==> config.mk <==
export PLATFORM = sky130hd
export DESIGN_NAME = apu_mul
export DESIGN_NICKNAME = d
export VERILOG_FILES = /design/src/design/apu_pkg.sv /design/src/design/apu_mul.sv
export SDC_FILE = /design/constraint.sdc
export NUM_CORES = 1
export LEC_CHECK = 0
export BUFFER_PORTS_ARGS = -buffer_cell sky130_fd_sc_hd__buf_2
export CAP_MARGIN = 0
export CELL_PAD_IN_SITES_DETAIL_PLACEMENT = 1
export CELL_PAD_IN_SITES_GLOBAL_PLACEMENT = 2
export CORE_MARGIN = 8
export CORE_UTILIZATION = 39
export CTS_CLUSTER_SIZE = 16
export DETAILED_ROUTE_END_ITERATION = 10
export PLACE_DENSITY_LB_ADDON = 0.3
export RECOVER_POWER = 100
export REMOVE_ABC_BUFFERS = 1
export SLEW_MARGIN = 30
export SYNTH_ARGS = -nofsm -noshare
export SYNTH_HDL_FRONTEND = slang
export SYNTH_SLANG_ARGS = --single-unit
==> constraint.sdc <==
create_clock -name clk_i -period 10.4 [get_ports clk_i]
set_clock_uncertainty 0.15 [all_clocks]
set_input_delay 1.56 -clock clk_i [delete_from_list [all_inputs] [get_ports clk_i]]
set_output_delay 1.56 -clock clk_i [all_outputs]
set_load 0.02 [all_outputs]
==> src/design/apu_pkg.sv <==
// ----------------------------------------------------------------------------
// apu_pkg
// Shared types, widths and constants of the Adam parameter update block.
// ----------------------------------------------------------------------------
package apu_pkg;

  localparam int SLOT_COUNT = 1024;
  localparam int ADDR_W     = (SLOT_COUNT > 1) ? $clog2(SLOT_COUNT) : 1;

  localparam logic [1:0] ACT_LOAD = 2'd0;
  localparam logic [1:0] ACT_STEP = 2'd1;
  localparam logic [1:0] ACT_PASS = 2'd2;

  localparam logic [1:0] REG_LEARNING_RATE = 2'd0;
  localparam logic [1:0] REG_BETA_ONE      = 2'd1;
  localparam logic [1:0] REG_BETA_TWO      = 2'd2;
  localparam logic [1:0] REG_STABILIZER    = 2'd3;

  localparam logic [23:0] LR_RESET   = 24'd838861;
  localparam logic [23:0] B1_RESET   = 24'd15099494;
  localparam logic [23:0] B2_RESET   = 24'd16760439;
  localparam logic [15:0] STAB_RESET = 16'd43;

  localparam int BP_W = 25;
  localparam logic [BP_W-1:0] ONE_Q24 = 25'd16777216;

  localparam int MUL_A_W   = 57;
  localparam int MUL_B_W   = 32;
  localparam int MUL_P_W   = MUL_A_W + MUL_B_W;
  localparam int MUL_CNT_W = 6;

  localparam int DIV_N_W   = 80;
  localparam int DIV_D_W   = 57;
  localparam int DIV_CNT_W = 7;

  localparam int SQ_X_W  = 64;
  localparam int ROOT_W  = 50;
  localparam int DEN_W   = ROOT_W + 1;
  localparam int DELTA_W = 41;

  typedef struct packed {
    logic [1:0]         action;
    logic [9:0]         slot;
    logic signed [31:0] gradient;
    logic signed [15:0] start_value;
    logic               hold_value;
  } in_item_t;

  typedef struct packed {
    logic [9:0]         slot_out;
    logic signed [15:0] rounded_value;
    logic signed [31:0] exact_value;
  } out_item_t;

  typedef struct packed {
    logic signed [31:0] value;
    logic signed [31:0] first_moment;
    logic [31:0]        second_moment;
  } row_t;

  localparam int ROW_W = $bits(row_t);

endpackage

==> src/design/apu_mul.sv <==
// ----------------------------------------------------------------------------
// apu_mul
// Bit-serial shift-add multiplier, one multiplier bit per cycle, MSB first.
// ----------------------------------------------------------------------------
module apu_mul (
  input  logic                                 clk_i,
  input  logic                                 rst_ni,
  input  logic                                 start_i,
  input  logic [apu_pkg::MUL_CNT_W-1:0]        count_i,
  input  logic signed [apu_pkg::MUL_A_W-1:0]   a_i,
  input  logic [apu_pkg::MUL_B_W-1:0]          b_i,
  output logic                                 done_o,
  output logic signed [apu_pkg::MUL_P_W-1:0]   prod_o
);

  logic                                busy_q;
  logic                                done_q;
  logic [apu_pkg::MUL_CNT_W-1:0]       cnt_q;
  logic signed [apu_pkg::MUL_A_W-1:0]  a_q;
  logic [apu_pkg::MUL_B_W-1:0]         b_q;
  logic signed [apu_pkg::MUL_P_W-1:0]  acc_q;
  logic signed [apu_pkg::MUL_P_W-1:0]  addend;

  assign addend = b_q[apu_pkg::MUL_B_W-1] ? apu_pkg::MUL_P_W'(a_q) : '0;

  always_ff @(posedge clk_i or negedge rst_ni) begin
    if (!rst_ni) begin
      busy_q <= 1'b0;
      done_q <= 1'b0;
      cnt_q  <= '0;
    end else begin
      done_q <= 1'b0;
      if (start_i) begin
        busy_q <= 1'b1;
        cnt_q  <= count_i;
        a_q    <= a_i;
        b_q    <= b_i;
        acc_q  <= '0;
      end else if (busy_q) begin
        acc_q <= (acc_q <<< 1) + addend;
        b_q   <= b_q << 1;
        cnt_q <= cnt_q - 1'b1;
        if (cnt_q == apu_pkg::MUL_CNT_W'(1)) begin
          busy_q <= 1'b0;
          done_q <= 1'b1;
        end
      end
    end
  end

  assign done_o = done_q;
  assign prod_o = acc_q;

endmodule

==> summary.md <==
| Metric | Value |
|---|---|
| # rows | `69` |
| Ranking of synthesized cells by area | `edfxtp_1, ha_1, nor2_1` |
| Clock transition at the registers of the reported paths | `80 ps` |
| TritonCTS Buffers | `17` |
| Distinct cells, synth | `90` |
| Ys Warns | `0` |
| Sequential share of the synthesized area | `0.401` |
| Failing checks | `max-capacitance violations, max-slew violations` |
| Slew HR | `-1.10` |
| Syn_area_per_cell | `9.24 um^2` |
| Wirelength per Cell | `23.6 um` |
| Status | `finished, violations left` |
| Post-CTS Setup Bufs | `0` |
| Final setup fails | `0` |
| Switching part of the total | `0.382` |
| Int Power | `1.57 mW` |
| Clock power share | `0.286` |
| Layout fillers | `4,096` |
| I/O pin total | `188` |
| Placed cell count | `2,056` |
| Finished Layout Cells | `2,088` |
| Max Cap Viol | `6` |
| Max IR drop VDD | `0.124 mV` |
| Core area | `0.0352 mm^2` |
| DRC viols | `0` |
| Layout area overhead | `11.8%` |
| RSZ-0062 raised after global routing | `false` |
| Reg-to-Reg Start | `b_q[31]` |
| Net switching power | `0.967 mW` |
| Num Clock Sinks | `186` |
| FF/Latch Area | `0.00555 mm^2` |
| Overall Global Routing Usage | `0.234` |
| Final WS setup | `3460 ps` |
| Placed cell area | `0.0150 mm^2` |
| Routability Congestion | `0.884` |
| Vias per cell | `5.95` |
| Hold_buf cts | `0` |
| Asr flop ratio synth | `0.0430` |
| Post-DP HPWL | `36.6 mm` |
| Clk Latency, worst-skew pair | `470 ps` |
| Clk root buf | `clkbuf_16` |
| Leading register cell type out of synthesis | `edfxtp_1` |
| Multi-input gate area | `0.00769 mm^2` |
| Seq cells post-synth | `186` |
| CTS tree | `done` |
| Peak Freq | `0.144 GHz` |
| CP Launch Type | `flip-flop` |
| Synth Instances | `1,499` |
| EDFF count, synth | `178` |
| Fin crit share | `0.667` |
| Reg2reg end | `prod_o[78]` |
| Clock Tree Buf Depth | `2` |
| Sequential share of power | `0.405` |
| Die X | `204 um` |
| Share of cells above drive strength 1 | `0.114` |
| Initial Util | `0.393` |
| PwrDens | `164 mW/mm^2` |
| Logic pwr share | `0.310` |
| Routed Antenna Nets | `0` |
| Die area | `0.0418 mm^2` |
| Synthesized cell area | `0.0138 mm^2` |
| # diodes | `0` |
| End of the critical path | `prod_o[78]` |
| Worst slew pin tran | `3150 ps` |
| Overall Power | `2.53 mW` |
| First-pass GRT wire length | `77.0 mm` |
| Reg2reg setup slack | `3460 ps` |
| CTS resizes | `0` |
| Critical Path Fanout Max | `62` |
| Hold WC Path Type | `reg2reg` |
| H-Tree Depth | `4` |
| Post-place setup slack | `5730 ps` |
| Pre-antenna DRT Iters | `5` |
| WP data arrival | `6860 ps` |
| Routed WL | `49.2 mm` |
| DRT iter0 DRCs | `762` |
| Total congestion overflow | `0` |
| Fin nets | `1,773` |
| Slew Limit Fails | `273` |
| R2R cell count | `13` |
| Crit path kind | `reg2reg` |
| Fin area | `0.0155 mm^2` |
| Worst setup EP type | `flip-flop` |
| Area leader, netlist | `edfxtp_1` |
| Worst setup path startpoint | `b_q[31]` |
| Share of the synthesized area in the top cell type | `0.386` |
| I/O Buffers | `187` |
| Vias in the first global route | `13,200` |
| WP data required | `10,320 ps` |
| Final Hold Vio Count | `0` |
| Initial antenna violation count | `0` |
| Largest net degree at the start of global routing | `68` |
| Die Y | `204 um` |
| Post-route setup TNS | `0 ps` |
| Leak pwr | `5.94 nW` |
| Via count | `12,400` |
| Post-layout minimum cycle time | `6940 ps` |
==> cell usage in the layout (no fill, tap or decap), drive strengths merged, types with 25 or more instances in the layout <==
master,n
a211oi,27
a21o,34
a21oi,108
a31oi,25
and2,64
buf,100
clkbuf,118
edfxtp,178
ha,60
inv,36
mux2,32
mux2i,37
nand2,129
nand3,33
nand4,30
nor2,156
nor3,34
o21ai,86
xnor2,63
xor2,28
==> cells by family after synthesis <==
group,share of synthesized area
compound gates,0.202
xor+xnor,0.0576
fa+ha+maj,0.0557
buf+inv,0.0387
flops,0.401
mux,0.0528
simple gates,0.193
==> worst max-delay path: stages (launching register included) <==
cell and delay (ps):
edfxtp_1 330, clkbuf_1 1980, nand2_1 350, inv_1 160, ha_1 250, a211o_1 340
a211o_1 300, a221oi_1 740, a211oi_1 330, a21oi_1 420, o21ai_2 230, a31o_1 350
a2111oi_0 500, a2111oi_1 120
==> power by group through the flow <==
| stage | registers [mW] | logic, mW | clock network, mW |
|---|---|---|---|
| finish | 1.02 | 0.785 | 0.724 |
| global route | 1.04 | 0.866 | 0.759 |
| CTS | 1.02 | 0.804 | 0.740 |
| detailed placement | 1.04 | 0.797 | 0 |
| global placement | 1.04 | 0.781 | 0 |
| floorplan | 1.06 | 0.495 | 0 |
==> layer usage <==
layer | vias to the layer above | part of all wire | GRT usage
li1 | 5844 | - | -
met1 | 6196 | 0.45 | 0.308
met2 | 341 | 0.49 | 0.397
met3 | 49 | 0.048 | 0.0358
met4 | 0 | 0.017 | 0.0609
met5 | - | 0 | 0
==> through the flow <==
step | utilization | hold slack [ps]
after detailed placement | 0.427 | 357
final | 0.439 | 366
after floorplan | - | 320
after global routing | 0.439 | 391
after CTS | 0.446 | 370
after global placement | 0.427 | 350
==> state kept, by name (all words and copies together) (netlist names) <==
| register | flops |
|---|---|
| prod_o | 89 |
| a_q | 57 |
| b_q | 32 |
| cnt_q | 6 |
| busy_q | 1 |
| done_o | 1 |
==> area by class of cell <==
type,count,area share
Multi-Input combinational cell,1179,0.497
Timing Repair Buffer,201,0.0583
Inverter,29,0.00704
Sequential cell,186,0.359
Clock inverter,15,0.0141
Clock buffer,17,0.0275
Tap cell,461,0.0373
==> cell usage after synthesis (7+ instances only) <==
cell and instances:
o31ai_1 8, o21a_1 14, o211ai_1 15, edfxtp_1 178, and2_1 64, o21bai_1 12, buf_1 12, o21ai_0 79
or3_1 10, nor3_1 34, xor2_1 28, buf_2 18, and3_1 10, a21oi_1 107, a21o_1 32, a31oi_1 25
a211oi_1 26, nand2b_1 13, mux2i_1 37, nor4_1 24, a211o_1 9, mux2_2 32, inv_1 27, nand2_1 129
nor2_1 156, ha_1 60, dfrtp_1 8, o22ai_1 10, clkbuf_1 69, nand3_1 33, nor2b_1 7, xnor2_1 63
nand4_1 29
==> worst min path at each step <==
stage,from,end,slack [ps],depth (start not counted)
after floorplan,cnt_q[4],done_o,320,1
after global placement,cnt_q[4],done_o,350,1
after CTS,cnt_q[4],done_o,370,1
after detailed placement,cnt_q[4],done_o,360,1
final,cnt_q[4],done_o,370,1
after global routing,cnt_q[4],done_o,390,1
(Power assumes the default switching activity.)
