<file path="src/design/apu_pkg.sv">
// ----------------------------------------------------------------------------
// apu_pkg
// Shared types, widths and constants of the Adam parameter update block.
// ----------------------------------------------------------------------------
package apu_pkg;

  localparam int SLOT_COUNT = 1024;
  localparam int ADDR_W     = (SLOT_COUNT > 1) ? $clog2(SLOT_COUNT) : 1;

  localparam logic [1:0] ACT_LOAD = 2'd0;
  localparam logic [1:0] ACT_STEP = 2'd1;
  localparam logic [1:0] ACT_PASS = 2'd2;

  localparam logic [1:0] REG_LEARNING_RATE = 2'd0;
  localparam logic [1:0] REG_BETA_ONE      = 2'd1;
  localparam logic [1:0] REG_BETA_TWO      = 2'd2;
  localparam logic [1:0] REG_STABILIZER    = 2'd3;

  localparam logic [23:0] LR_RESET   = 24'd838861;
  localparam logic [23:0] B1_RESET   = 24'd15099494;
  localparam logic [23:0] B2_RESET   = 24'd16760439;
  localparam logic [15:0] STAB_RESET = 16'd43;

  localparam int BP_W = 25;
  localparam logic [BP_W-1:0] ONE_Q24 = 25'd16777216;

  localparam int MUL_A_W   = 57;
  localparam int MUL_B_W   = 32;
  localparam int MUL_P_W   = MUL_A_W + MUL_B_W;
  localparam int MUL_CNT_W = 6;

  localparam int DIV_N_W   = 80;
  localparam int DIV_D_W   = 57;
  localparam int DIV_CNT_W = 7;

  localparam int SQ_X_W  = 64;
  localparam int ROOT_W  = 50;
  localparam int DEN_W   = ROOT_W + 1;
  localparam int DELTA_W = 41;

  typedef struct packed {
    logic [1:0]         action;
    logic [9:0]         slot;
    logic signed [31:0] gradient;
    logic signed [15:0] start_value;
    logic               hold_value;
  } in_item_t;

  typedef struct packed {
    logic [9:0]         slot_out;
    logic signed [15:0] rounded_value;
    logic signed [31:0] exact_value;
  } out_item_t;

  typedef struct packed {
    logic signed [31:0] value;
    logic signed [31:0] first_moment;
    logic [31:0]        second_moment;
  } row_t;

  localparam int ROW_W = $bits(row_t);

endpackage

</file>
<file path="src/design/apu_div.sv">
// ----------------------------------------------------------------------------
// apu_div
// Restoring divider, one quotient bit per cycle.
// ----------------------------------------------------------------------------
module apu_div (
  input  logic                            clk_i,
  input  logic                            rst_ni,
  input  logic                            start_i,
  input  logic [apu_pkg::DIV_CNT_W-1:0]   count_i,
  input  logic [apu_pkg::DIV_N_W-1:0]     num_i,
  input  logic [apu_pkg::DIV_D_W-1:0]     den_i,
  output logic                            done_o,
  output logic [apu_pkg::DIV_N_W-1:0]     quot_o
);

  logic                            busy_q;
  logic                            done_q;
  logic [apu_pkg::DIV_CNT_W-1:0]   cnt_q;
  logic [apu_pkg::DIV_N_W-1:0]     num_q;
  logic [apu_pkg::DIV_D_W-1:0]     den_q;
  logic [apu_pkg::DIV_D_W-1:0]     rem_q;
  logic [apu_pkg::DIV_N_W-1:0]     quot_q;
  logic [apu_pkg::DIV_D_W:0]       trial;
  logic [apu_pkg::DIV_D_W:0]       diff;
  logic                            fits;

  assign trial = {rem_q, num_q[apu_pkg::DIV_N_W-1]};
  assign fits  = trial >= {1'b0, den_q};
  assign diff  = trial - {1'b0, den_q};

  always_ff @(posedge clk_i or negedge rst_ni) begin
    if (!rst_ni) begin
      busy_q <= 1'b0;
      done_q <= 1'b0;
      cnt_q  <= '0;
    end else begin
      done_q <= 1'b0;
      if (start_i) begin
        busy_q <= 1'b1;
        cnt_q  <= count_i;
        num_q  <= num_i;
        den_q  <= den_i;
        rem_q  <= '0;
        quot_q <= '0;
      end else if (busy_q) begin
        num_q  <= num_q << 1;
        rem_q  <= fits ? diff[apu_pkg::DIV_D_W-1:0] : trial[apu_pkg::DIV_D_W-1:0];
        quot_q <= {quot_q[apu_pkg::DIV_N_W-2:0], fits};
        cnt_q  <= cnt_q - 1'b1;
        if (cnt_q == apu_pkg::DIV_CNT_W'(1)) begin
          busy_q <= 1'b0;
          done_q <= 1'b1;
        end
      end
    end
  end

  assign done_o = done_q;
  assign quot_o = quot_q;

endmodule

</file>
<file path="config.mk">
export PLATFORM = sky130hd
export DESIGN_NAME = apu_div
export DESIGN_NICKNAME = d
export VERILOG_FILES = /design/src/design/apu_pkg.sv /design/src/design/apu_div.sv
export SDC_FILE = /design/constraint.sdc
export NUM_CORES = 1
export LEC_CHECK = 0
export ABC_AREA = 0
export BUFFER_PORTS_ARGS = -buffer_cell sky130_fd_sc_hd__buf_4
export CORE_MARGIN = 2
export CORE_UTILIZATION = 53
export DETAILED_ROUTE_END_ITERATION = 6
export GPL_ROUTABILITY_DRIVEN = 1
export PLACE_DENSITY = 0.87
export SYNTH_ARGS = -nofsm -noshare
export SYNTH_HDL_FRONTEND = slang
export SYNTH_SLANG_ARGS = --single-unit
</file>
<file path="constraint.sdc">
create_clock -name clk_i -period 3.9 [get_ports clk_i]
set_clock_uncertainty 0.15 [all_clocks]
set_input_delay 0.195 -clock clk_i [delete_from_list [all_inputs] [get_ports clk_i]]
set_output_delay 0.195 -clock clk_i [all_outputs]
set_load 0.005 [all_outputs]
</file>
==> flow_metrics.env <==
export IMPL_htree_levels=1
export IMPL_cp_data_arrival_time_ps=4160
export IMPL_final_setup_tns_ps=-11.85
export IMPL_wl_per_cell_um=20.16
export IMPL_critPathCaptureType="register"
export IMPL_yosysTopAreaCell="edfxtp_1"
export IMPL_power_density_mw_per_mm2=479.7
export IMPL_viasPerCell=5.864
export IMPL_dp_slack_ps=-152.2
export IMPL_finalSetupViolations=1
export IMPL_grtUsageTotal=0.2795
export IMPL_synth_edff_count=274
export IMPL_synth_distinct_cells=67
export IMPL_synth_flop_cell="edfxtp_1"
export IMPL_pin_count=228
export IMPL_drt_total_wl_um=44390
export IMPL_syn_instance_count=1405
export IMPL_ys_ff_latch=283
export IMPL_hold_depth=2
export IMPL_instances_no_fill=2202
export IMPL_fin_crit_sh=1.003
export IMPL_cp_common_cell="a21o_1"
export IMPL_peakVddDrop_mv=0.4447
export IMPL_synth_async_reset_ratio=0.03180
export IMPL_path_buf_inv=2
export IMPL_dieWidth_um=176.2
export IMPL_crit_chain="inv_1 -> ha_2 -> inv_2 -> fa_2 -> a21o_1 -> a221oi_4 -> o21ai_2 -> a221o_2 -> a2111oi_4 -> nor2_2 -> a311o_1 -> a21o_1 -> or3_1 -> a311oi_2"
export IMPL_synthSimpleGateAreaFrac=0.1069
export IMPL_synth_top_area_share=0.5234
export IMPL_clk_pin_slew_ps=70
export IMPL_slowest_stage="a311o_1"
export IMPL_drv_cap=0
export IMPL_leakagePower_nw=9.056
export IMPL_timing_fmax_mhz=255.6
export IMPL_synth_top_cells_by_area="edfxtp_1 52%, mux2_2 5.8%, mux2i_1 5.3%"
export IMPL_clock_sinks=283
export IMPL_die_y_um=176.2
export IMPL_fill_cells=1926
export IMPL_cp_required_ps=4150
export IMPL_ys_seq_area_frac=0.5378
export IMPL_rsz0062_at_grt="yes"
export IMPL_cts_root_buf="clkbuf_16"
export IMPL_min_period_ps=3912
export IMPL_reg2reg_depth=14
export IMPL_synth_compound_area_frac=0.1316
export IMPL_synthMuxAreaShare=0.1115
export IMPL_path_class="reg -> reg"
export IMPL_grt_ovfl_total=0
export IMPL_maxSlewViolCount=0
export IMPL_start_kind="register"
export IMPL_worst_path_stages=14
export IMPL_avgSynthCellArea_um2=11.19
export IMPL_cts_inserted_buffers=31
export IMPL_crit_family="compound AO/OA/AOI/OAI gates"
export IMPL_final_antenna_net_count=0
export IMPL_syn2layout_area_growth_pct=31.69
export IMPL_register_area_mm2=0.008457
export IMPL_violations="negative setup slack"
export IMPL_clock_latency_ps=580
export IMPL_grt_pass1_vias=13137
export IMPL_layout_drive_gt1_share=0.2463
export IMPL_place_inst=1990
export IMPL_multi_input_area_mm2=0.006758
export IMPL_yosys_warnings=0
export IMPL_io_buffers=227
export IMPL_start_util=0.5346
export IMPL_hold_class="in -> reg"
export IMPL_synth_fp_nets=1612
export IMPL_worst_hold_slack_ps=47.48
export IMPL_rows=63
export IMPL_grt_max_degree=126
export IMPL_grt_pass1_wl_um=69560
export IMPL_slew_headroom=0.3034
export IMPL_synth_xor_area_share=0.02507
export IMPL_via_count=12913
export IMPL_setup_ws_ps=-11.85
export IMPL_status="finished, violations left"
export IMPL_fin_nets=1995
export IMPL_clock_path_buffers=3
export IMPL_drtIter0Drc=984
export IMPL_drcViolationCount=0
export IMPL_synthAdderAreaFrac=0.04824
export IMPL_die_area_mm2=0.03105
export IMPL_tightest_slew_ps=1045
export IMPL_synth_top_family_by_area="compound AO/OA/AOI/OAI gates"
export IMPL_slowest_delay_ps=450
export IMPL_dr_pass1_iters=5
export IMPL_core_area_mm2=0.02940
export IMPL_place_hpwl_um=26940
export IMPL_cts_tree="yes"
export IMPL_path_max_fanout=4
export IMPL_gp_congestion=0.9566
export IMPL_antenna_found_initial=2
export IMPL_synth_area_mm2=0.01572
export IMPL_finalHoldViolations=0
==> cells in the mapped netlist (all sizes together), types with 4 or more instances <==
master / instances
buf: 21
xnor2: 25
and3: 12
nand3: 18
ha: 59
xor2: 20
o21ai: 48
nand2: 104
inv: 80
or3: 6
a21oi: 91
o2111ai: 5
mux2i: 84
and2: 5
a31oi: 8
nand4: 18
nor3: 13
nor4: 4
a311oi: 25
o21a: 7
a21o: 38
a2111oi: 4
o211ai: 7
clkbuf: 60
a211oi: 23
o21bai: 16
a41oi: 4
edfxtp: 274
dfrtp: 9
o211a: 5
mux2: 81
nor2: 184
nor2b: 5
a21boi: 4
==> final timing paths <==
path                              to  slack [ps]       from
setup reg to reg           rem_q[44]         -10  num_q[79]
max in group asynchronous   cnt_q[0]        2650     rst_ni
hold / removal             num_q[11]          50    start_i
min in group asynchronous     busy_q         350     rst_ni
hold reg to reg            num_q[13]         410  num_q[12]
setup / recovery           rem_q[44]         -10  num_q[79]
==> layout by cell type (no fill, tap or decap), types with 23 or more instances in the layout <==
cell,netlist,final
clkbuf_16,0,31
a211oi_1,23,23
a311oi_1,24,23
o21ai_0,45,41
inv_1,80,79
nor2_1,183,183
ha_1,59,58
mux2_2,81,81
a21o_1,38,38
dlygate4sd3_1,0,146
mux2i_1,84,84
buf_4,0,276
edfxtp_1,274,274
nand2_1,104,104
a21oi_1,91,89
xnor2_1,25,24
==> cells by family after synthesis <==
kind of cell,count (synthesis)
AOI/OAI and AO/OA,305
xor gates and xnor gates,45
adders and majority gates,60
buffers and inverters,161
DFF,283
muxes,165
and+or+nand+nor,386
==> through the flow <==
| stage | util | power, W | instance area, um^2 |
|---|---|---|---|
| floorplan | - | 0.005722 | 15720 |
| global placement | 0.6133 | 0.006524 | 18030 |
| detailed placement | 0.6133 | 0.006622 | 18030 |
| CTS | 0.7002 | 0.009802 | 20590 |
| global route | 0.7040 | 0.01036 | 20700 |
| finish | 0.7040 | 0.009930 | 20700 |
==> layout make-up <==
cell class	instances	share of cell area
well taps	390	0.02357
repair buffers	431	0.1776
inverters	80	0.01451
clock inverters	21	0.01094
flip-flops and latches	283	0.4085
diodes	1	0.0001209
multi-input cells	961	0.3265
clock buffers	35	0.03820
==> registers in the layout (all words and copies together), names as in the netlist <==
register  cells
num_q        80
quot_o       80
den_q        57
rem_q        57
cnt_q         7
busy_q        1
done_o        1
==> power by group <==
part	switching [W]	leakage (nW)	internal, W
sequential	0.000205	2.83	0.00372
clock	0.00127	0.504	0.00172
combinational	0.00162	5.73	0.00139
total	0.00310	9.06	0.00683
==> layer usage <==
metal	up-vias	part of all wire	global-route usage
li1	5952	-	-
met3	121	0.069	0.04931
met5	-	0	0
met1	6240	0.39	0.3437
met4	0	0.039	0.09917
met2	600	0.50	0.4948
==> timing repair <==
action / CTS / global route
pin swaps: 9 / 11
hold buffers: 146 / 0
cloned: 1 / 0
resized for setup: 5 / 24
endpoints found under the hold margin: 168 / 0
setup endpoints to repair: 7 / 58
buffers inserted: 3 / 5
No activity file was read; power rests on OpenSTA's default activity.
