## src/design/apu_pkg.sv

```systemverilog
// ----------------------------------------------------------------------------
// apu_pkg
// Shared types, widths and constants of the Adam parameter update block.
// ----------------------------------------------------------------------------
package apu_pkg;

  localparam int SLOT_COUNT = 1024;
  localparam int ADDR_W     = (SLOT_COUNT > 1) ? $clog2(SLOT_COUNT) : 1;

  localparam logic [1:0] ACT_LOAD = 2'd0;
  localparam logic [1:0] ACT_STEP = 2'd1;
  localparam logic [1:0] ACT_PASS = 2'd2;

  localparam logic [1:0] REG_LEARNING_RATE = 2'd0;
  localparam logic [1:0] REG_BETA_ONE      = 2'd1;
  localparam logic [1:0] REG_BETA_TWO      = 2'd2;
  localparam logic [1:0] REG_STABILIZER    = 2'd3;

  localparam logic [23:0] LR_RESET   = 24'd838861;
  localparam logic [23:0] B1_RESET   = 24'd15099494;
  localparam logic [23:0] B2_RESET   = 24'd16760439;
  localparam logic [15:0] STAB_RESET = 16'd43;

  localparam int BP_W = 25;
  localparam logic [BP_W-1:0] ONE_Q24 = 25'd16777216;

  localparam int MUL_A_W   = 57;
  localparam int MUL_B_W   = 32;
  localparam int MUL_P_W   = MUL_A_W + MUL_B_W;
  localparam int MUL_CNT_W = 6;

  localparam int DIV_N_W   = 80;
  localparam int DIV_D_W   = 57;
  localparam int DIV_CNT_W = 7;

  localparam int SQ_X_W  = 64;
  localparam int ROOT_W  = 50;
  localparam int DEN_W   = ROOT_W + 1;
  localparam int DELTA_W = 41;

  typedef struct packed {
    logic [1:0]         action;
    logic [9:0]         slot;
    logic signed [31:0] gradient;
    logic signed [15:0] start_value;
    logic               hold_value;
  } in_item_t;

  typedef struct packed {
    logic [9:0]         slot_out;
    logic signed [15:0] rounded_value;
    logic signed [31:0] exact_value;
  } out_item_t;

  typedef struct packed {
    logic signed [31:0] value;
    logic signed [31:0] first_moment;
    logic [31:0]        second_moment;
  } row_t;

  localparam int ROW_W = $bits(row_t);

endpackage

```

## src/design/apu_sqrt.sv

```systemverilog
// ----------------------------------------------------------------------------
// apu_sqrt
// Square root of a Q.28 value answered in Q.32: normalizes two bits per
// cycle, then produces one root bit per cycle and rescales the result.
// ----------------------------------------------------------------------------
module apu_sqrt (
  input  logic                          clk_i,
  input  logic                          rst_ni,
  input  logic                          start_i,
  input  logic [apu_pkg::SQ_X_W-1:0]    x_i,
  output logic                          done_o,
  output logic [apu_pkg::ROOT_W-1:0]    root_o
);

  typedef enum logic [1:0] {
    SQ_IDLE,
    SQ_NORM,
    SQ_ROOT,
    SQ_SCALE
  } sq_state_e;

  sq_state_e                        state_q;
  logic                             done_q;
  logic [apu_pkg::SQ_X_W-1:0]       x_q;
  logic [5:0]                       shift_q;
  logic [4:0]                       cnt_q;
  logic [33:0]                      rem_q;
  logic [31:0]                      bits_q;
  logic [apu_pkg::ROOT_W-1:0]       root_q;
  logic [33:0]                      rem_try;
  logic [33:0]                      sub_val;
  logic                             take;
  logic [4:0]                       half;

  assign rem_try = {rem_q[31:0], x_q[apu_pkg::SQ_X_W-1 -: 2]};
  assign sub_val = {bits_q, 2'b01};
  assign take    = rem_try >= sub_val;
  assign half    = shift_q[5:1];

  always_ff @(posedge clk_i or negedge rst_ni) begin
    if (!rst_ni) begin
      state_q <= SQ_IDLE;
      done_q  <= 1'b0;
    end else begin
      done_q <= 1'b0;
      unique case (state_q)
        SQ_IDLE: begin
          if (start_i) begin
            x_q     <= x_i;
            shift_q <= '0;
            state_q <= SQ_NORM;
          end
        end
        SQ_NORM: begin
          if (shift_q < 6'd62 && x_q[apu_pkg::SQ_X_W-1 -: 2] == 2'b00) begin
            x_q     <= x_q << 2;
            shift_q <= shift_q + 6'd2;
          end else begin
            rem_q   <= '0;
            bits_q  <= '0;
            cnt_q   <= '0;
            state_q <= SQ_ROOT;
          end
        end
        SQ_ROOT: begin
          rem_q  <= take ? rem_try - sub_val : rem_try;
          bits_q <= {bits_q[30:0], take};
          x_q    <= x_q << 2;
          cnt_q  <= cnt_q + 5'd1;
          if (cnt_q == 5'd31) begin
            state_q <= SQ_SCALE;
          end
        end
        SQ_SCALE: begin
          if (half <= 5'd18) begin
            root_q <= apu_pkg::ROOT_W'(bits_q) << (5'd18 - half);
          end else begin
            root_q <= apu_pkg::ROOT_W'(bits_q) >> (half - 5'd18);
          end
          done_q  <= 1'b1;
          state_q <= SQ_IDLE;
        end
        default: state_q <= SQ_IDLE;
      endcase
    end
  end

  assign done_o = done_q;
  assign root_o = root_q;

endmodule
```

## config.mk

```make
export PLATFORM = sky130hd
export DESIGN_NAME = apu_sqrt
export DESIGN_NICKNAME = d
export VERILOG_FILES = /design/src/design/apu_pkg.sv /design/src/design/apu_sqrt.sv
export SDC_FILE = /design/constraint.sdc
export NUM_CORES = 1
export LEC_CHECK = 0
export ABC_AREA = 1
export ABC_CLOCK_PERIOD_IN_PS = 5600
export BUFFER_PORTS_ARGS = -buffer_cell sky130_fd_sc_hd__buf_2
export CORE_MARGIN = 8
export CORE_UTILIZATION = 30
export DETAILED_ROUTE_END_ITERATION = 8
export GPL_TIMING_DRIVEN = 0
export PLACE_DENSITY = 0.53
export SYNTH_ARGS = -nofsm -noshare
export SYNTH_HDL_FRONTEND = slang
export SYNTH_SLANG_ARGS = --single-unit
```

## constraint.sdc

```tcl
create_clock -name clk_i -period 5.6 [get_ports clk_i]
set_clock_uncertainty 0.15 [all_clocks]
set_input_delay 1.12 -clock clk_i [delete_from_list [all_inputs] [get_ports clk_i]]
set_output_delay 1.12 -clock clk_i [all_outputs]
set_load 0.05 [all_outputs]
```

==> results.md <==
* Run status: finished clean
* Number of core rows at 80
* Vias per std cell at 4.893
* Clock-pin slew reported for the worst setup and hold paths after clock tree synthesis at 80 ps
* Setup-failing EPs final at 0
* Critical path peak fanout at 11
* Routed wirelength normalized by instance count at around 18 um
* Fraction of the yosys area taken by sequential cells at 0.3944
* Count of placed standard cells including taps at 2761
* Count of maximum capacitance violations at 0
* Cells resized by post-CTS repair at 0
* Insertion delay of the later-clocked pin in the worst-skew pair at 500 ps
* Num CTS Buffers at 17
* Buffers from clock root to sink, at most at 2
* Period Utilization, post-route at 0.6210
* Root buffer selected by CTS: sky130_fd_sc_hd__clkbuf_16
* Synthesized net count at approximately 2100
* Critical path capture point type: register
* Detailed-route via count at ~14000
* Placeable core region at 0.04775 sq mm
* Number of unique standard cell types used by synthesis at 44
* # diodes at 0
* Fraction of final layout cells sized beyond drive strength 1 at 0.1249
* Total design power at about 12 mW
* Lkg Pwr at 7.902 nW
* Overall die area at between 0.05 and 0.06 sq mm
* Library cell contributing the largest single delay on the critical path: sky130_fd_sc_hd__edfxtp_1
* Number of standard cells in the final layout excluding fillers at roughly 2800
* Overall Global Routing Usage at 0.1790
* Length of the first detailed-routing pass in iterations at 5
* Transition time at the pin with the least slew margin at 921.9 ps
* Buffer count from post-CTS setup fixing at 0
* Chip height at 235.9 um
* Fin crit period at 3478 ps
* Data arrival time of the critical path at 3550 ps
* P per Cell Area at between 700 and 800 mW/mm^2
* Utilization of the core after routing at 0.3466
* Total Routed Length at 50010 um
* Via count of the first global-routing pass at 13300
* TritonCTS clock tree: yes
* Number of design-rule violations left by the first detailed-router iteration at 1203
* Number of port buffers at about 120
* Bufs and invs on worst path at 7
* Initial antenna violation count at 1
* RSZ-0062 raised after global routing: false
* Peak VDD IR at 0.2950 mV
* Synthesized area divided by synthesized cell count at about 7 sq um
* Largest net degree at the start of global routing at 70
* Total clock sinks at 191
* Remaining design rule violation count at 0
* Final count of hold timing violations at 0
* Starting density of the core at 0.3038
* Startpoint-to-endpoint class of the critical path: reg -> reg
* Biggest cell delay along the critical path at 480 ps
* Top achievable clock speed at 287.6 MHz
* Hold buffer count at CTS at 0
* Number of levels in the clock H-tree at 4
* Type of the worst min-delay path: in -> async
* Post-synthesis cell count at 2026
* Fill cell total of the finished layout at between 5000 and 6000
* Synthesis Warnings at 0
* Die Wd at approximately 240 um
* Gate family responsible for the most delay along the worst path: buffers and inverters
* Worst relative slew slack at 0.3854
* Area Growth Syn to Fin at 14.10%
* Slew Viols, Final at 0
* Net total in the final layout at 2280
* Post-route ant nets at 0
* DPL Wire Length at 40220 um
* Grt total ovfl at 0
* Number of flip-flops and latches in the synthesized netlist at between 150 and 200
* Placer Congestion at 0.9600
* Cell chain of the critical path: buf_2 > inv_2 > buf_1 > ha_1 > clkbuf_1 > inv_1 > buf_2 > buf_1 > o211ai_1 > nand3_1 > nand3_1
* Required arrival time at the worst endpoint at between 5000 and 6000 ps
* Wire length of the first global-routing pass at 77110 um
* Netlist area before placement at 0.01450 sq mm
* Ports placed on the boundary at 118
* Startpoint Class: register
[state kept, by name (all words and copies together) (netlist names)]
signal / count
cnt_q: 5
shift_q: 5
x_q: 64
rem_q: 32
state_q: 2
done_o: 1
root_o: 50
bits_q: 32
[routing by layer]
layer | GRT usage | routed length (um) | vias to the layer above
li1 | - | - | 6862
met1 | 0.2379 | 22820 | 6288
met2 | 0.2884 | 22630 | 454
met3 | 0.03509 | 3247 | 60
met4 | 0.06029 | 1301 | 2
met5 | 0 | 12 | -
[power by group]
part	leakage, nW	internal, mW	switching (mW)
clock network	0.296	0.608	0.674
registers	1.82	2.52	0.250
logic	5.79	2.29	5.48
[path summary, 6_finish.rpt]
kind,startpoint,endpoint,slack [ps],cells past startpoint
setup / recovery,shift_q[2],root_o[22],2120,11
setup reg to reg,shift_q[2],root_o[22],2120,11
max in group asynchronous,rst_ni,state_q[0],4870,1
hold / removal,rst_ni,state_q[1],290,1
min in group clk_i,x_q[32],x_q[34],370,2
hold reg to reg,x_q[32],x_q[34],370,2
[area by class of cell]
| cell class | instances | area [sq um] | share of cell area |
|---|---|---|---|
| plain buffers | 94 | 580.6 | 0.03508 |
| well taps | 615 | 769.5 | 0.04650 |
| clock buffers | 17 | 425.4 | 0.02571 |
| clock inverters | 15 | 186.4 | 0.01127 |
| multi-input cells | 1470 | 7188 | 0.4344 |
| inverters | 271 | 1025 | 0.06192 |
| flip-flops and latches | 191 | 5720 | 0.3457 |
| repair buffers | 120 | 653.1 | 0.03947 |
[worst reg2reg max path: cells and delay by family (launching register included)]
family	cells	cell delay, ps
AO/OA/AOI/OAI	1	230
adder cells (fa/ha/maj)	1	330
AND/OR/NAND/NOR	2	280
flip-flops	1	480
buffers and inverters	7	1760
[metrics by stage]
step | setup TNS [ps] | worst slack, ps | area, sq um | hold slack [ps]
2_1_floorplan | 0 | 970.1 | 14500 | 340.5
3_3_place_gp | -28480 | -449.2 | 15860 | 349.3
3_5_place_dp | 0 | 2183 | 15940 | 354.4
4_1_cts | 0 | 2155 | 16550 | 245.1
5_1_grt | 0 | 1816 | 16550 | 260.1
6_report | 0 | 2122 | 16550 | 286.2
[cells in the mapped netlist, drive strengths merged]
cell	n	area (sq um)
a21o	3	23.77
a21oi	42	225.2
and2	7	43.79
buf	65	471.7
clkbuf	29	108.9
clkinv	1	3.750
dfrtp	3	75.07
edfxtp	188	5645
ha	48	600.6
inv	270	1018
mux2i	5	50.05
nand2	768	2928
nand3	174	893.4
nand3b	3	22.52
nand4	10	62.56
nor2	160	664.4
nor3	3	15.01
nor4	1	21.27
o211ai	89	668.1
o21a	12	90.09
o21ai	119	621.8
or2	9	56.31
xnor2	2	25.03
xor2	15	168.9
[kinds of logic (layout without fill, tap and decap cells)]
family,after synthesis,count (layout),share of synthesized area
compound gates,265,265,0.1123
xor+xnor,17,17,0.01337
fa+ha+maj,48,48,0.04141
buf+inv,365,517,0.1105
flops,191,191,0.3944
mux,5,5,0.003451
simple gates,1135,1135,0.3245
[placed cells by master, fill, tap and decap left out, types with 12 or more instances in the layout]
cell type / n
sky130_fd_sc_hd__ha_1: 48
sky130_fd_sc_hd__inv_1: 255
sky130_fd_sc_hd__nand2_1: 756
sky130_fd_sc_hd__inv_2: 12
sky130_fd_sc_hd__nand3_1: 171
sky130_fd_sc_hd__buf_6: 21
sky130_fd_sc_hd__clkbuf_16: 17
sky130_fd_sc_hd__o21ai_1: 20
sky130_fd_sc_hd__buf_2: 143
sky130_fd_sc_hd__o211ai_1: 89
sky130_fd_sc_hd__xor2_1: 13
sky130_fd_sc_hd__o21a_1: 12
sky130_fd_sc_hd__edfxtp_1: 188
sky130_fd_sc_hd__clkbuf_1: 29
sky130_fd_sc_hd__nor2_1: 147
sky130_fd_sc_hd__a21oi_1: 38
sky130_fd_sc_hd__o21ai_0: 92
(Power assumes the default switching activity.)
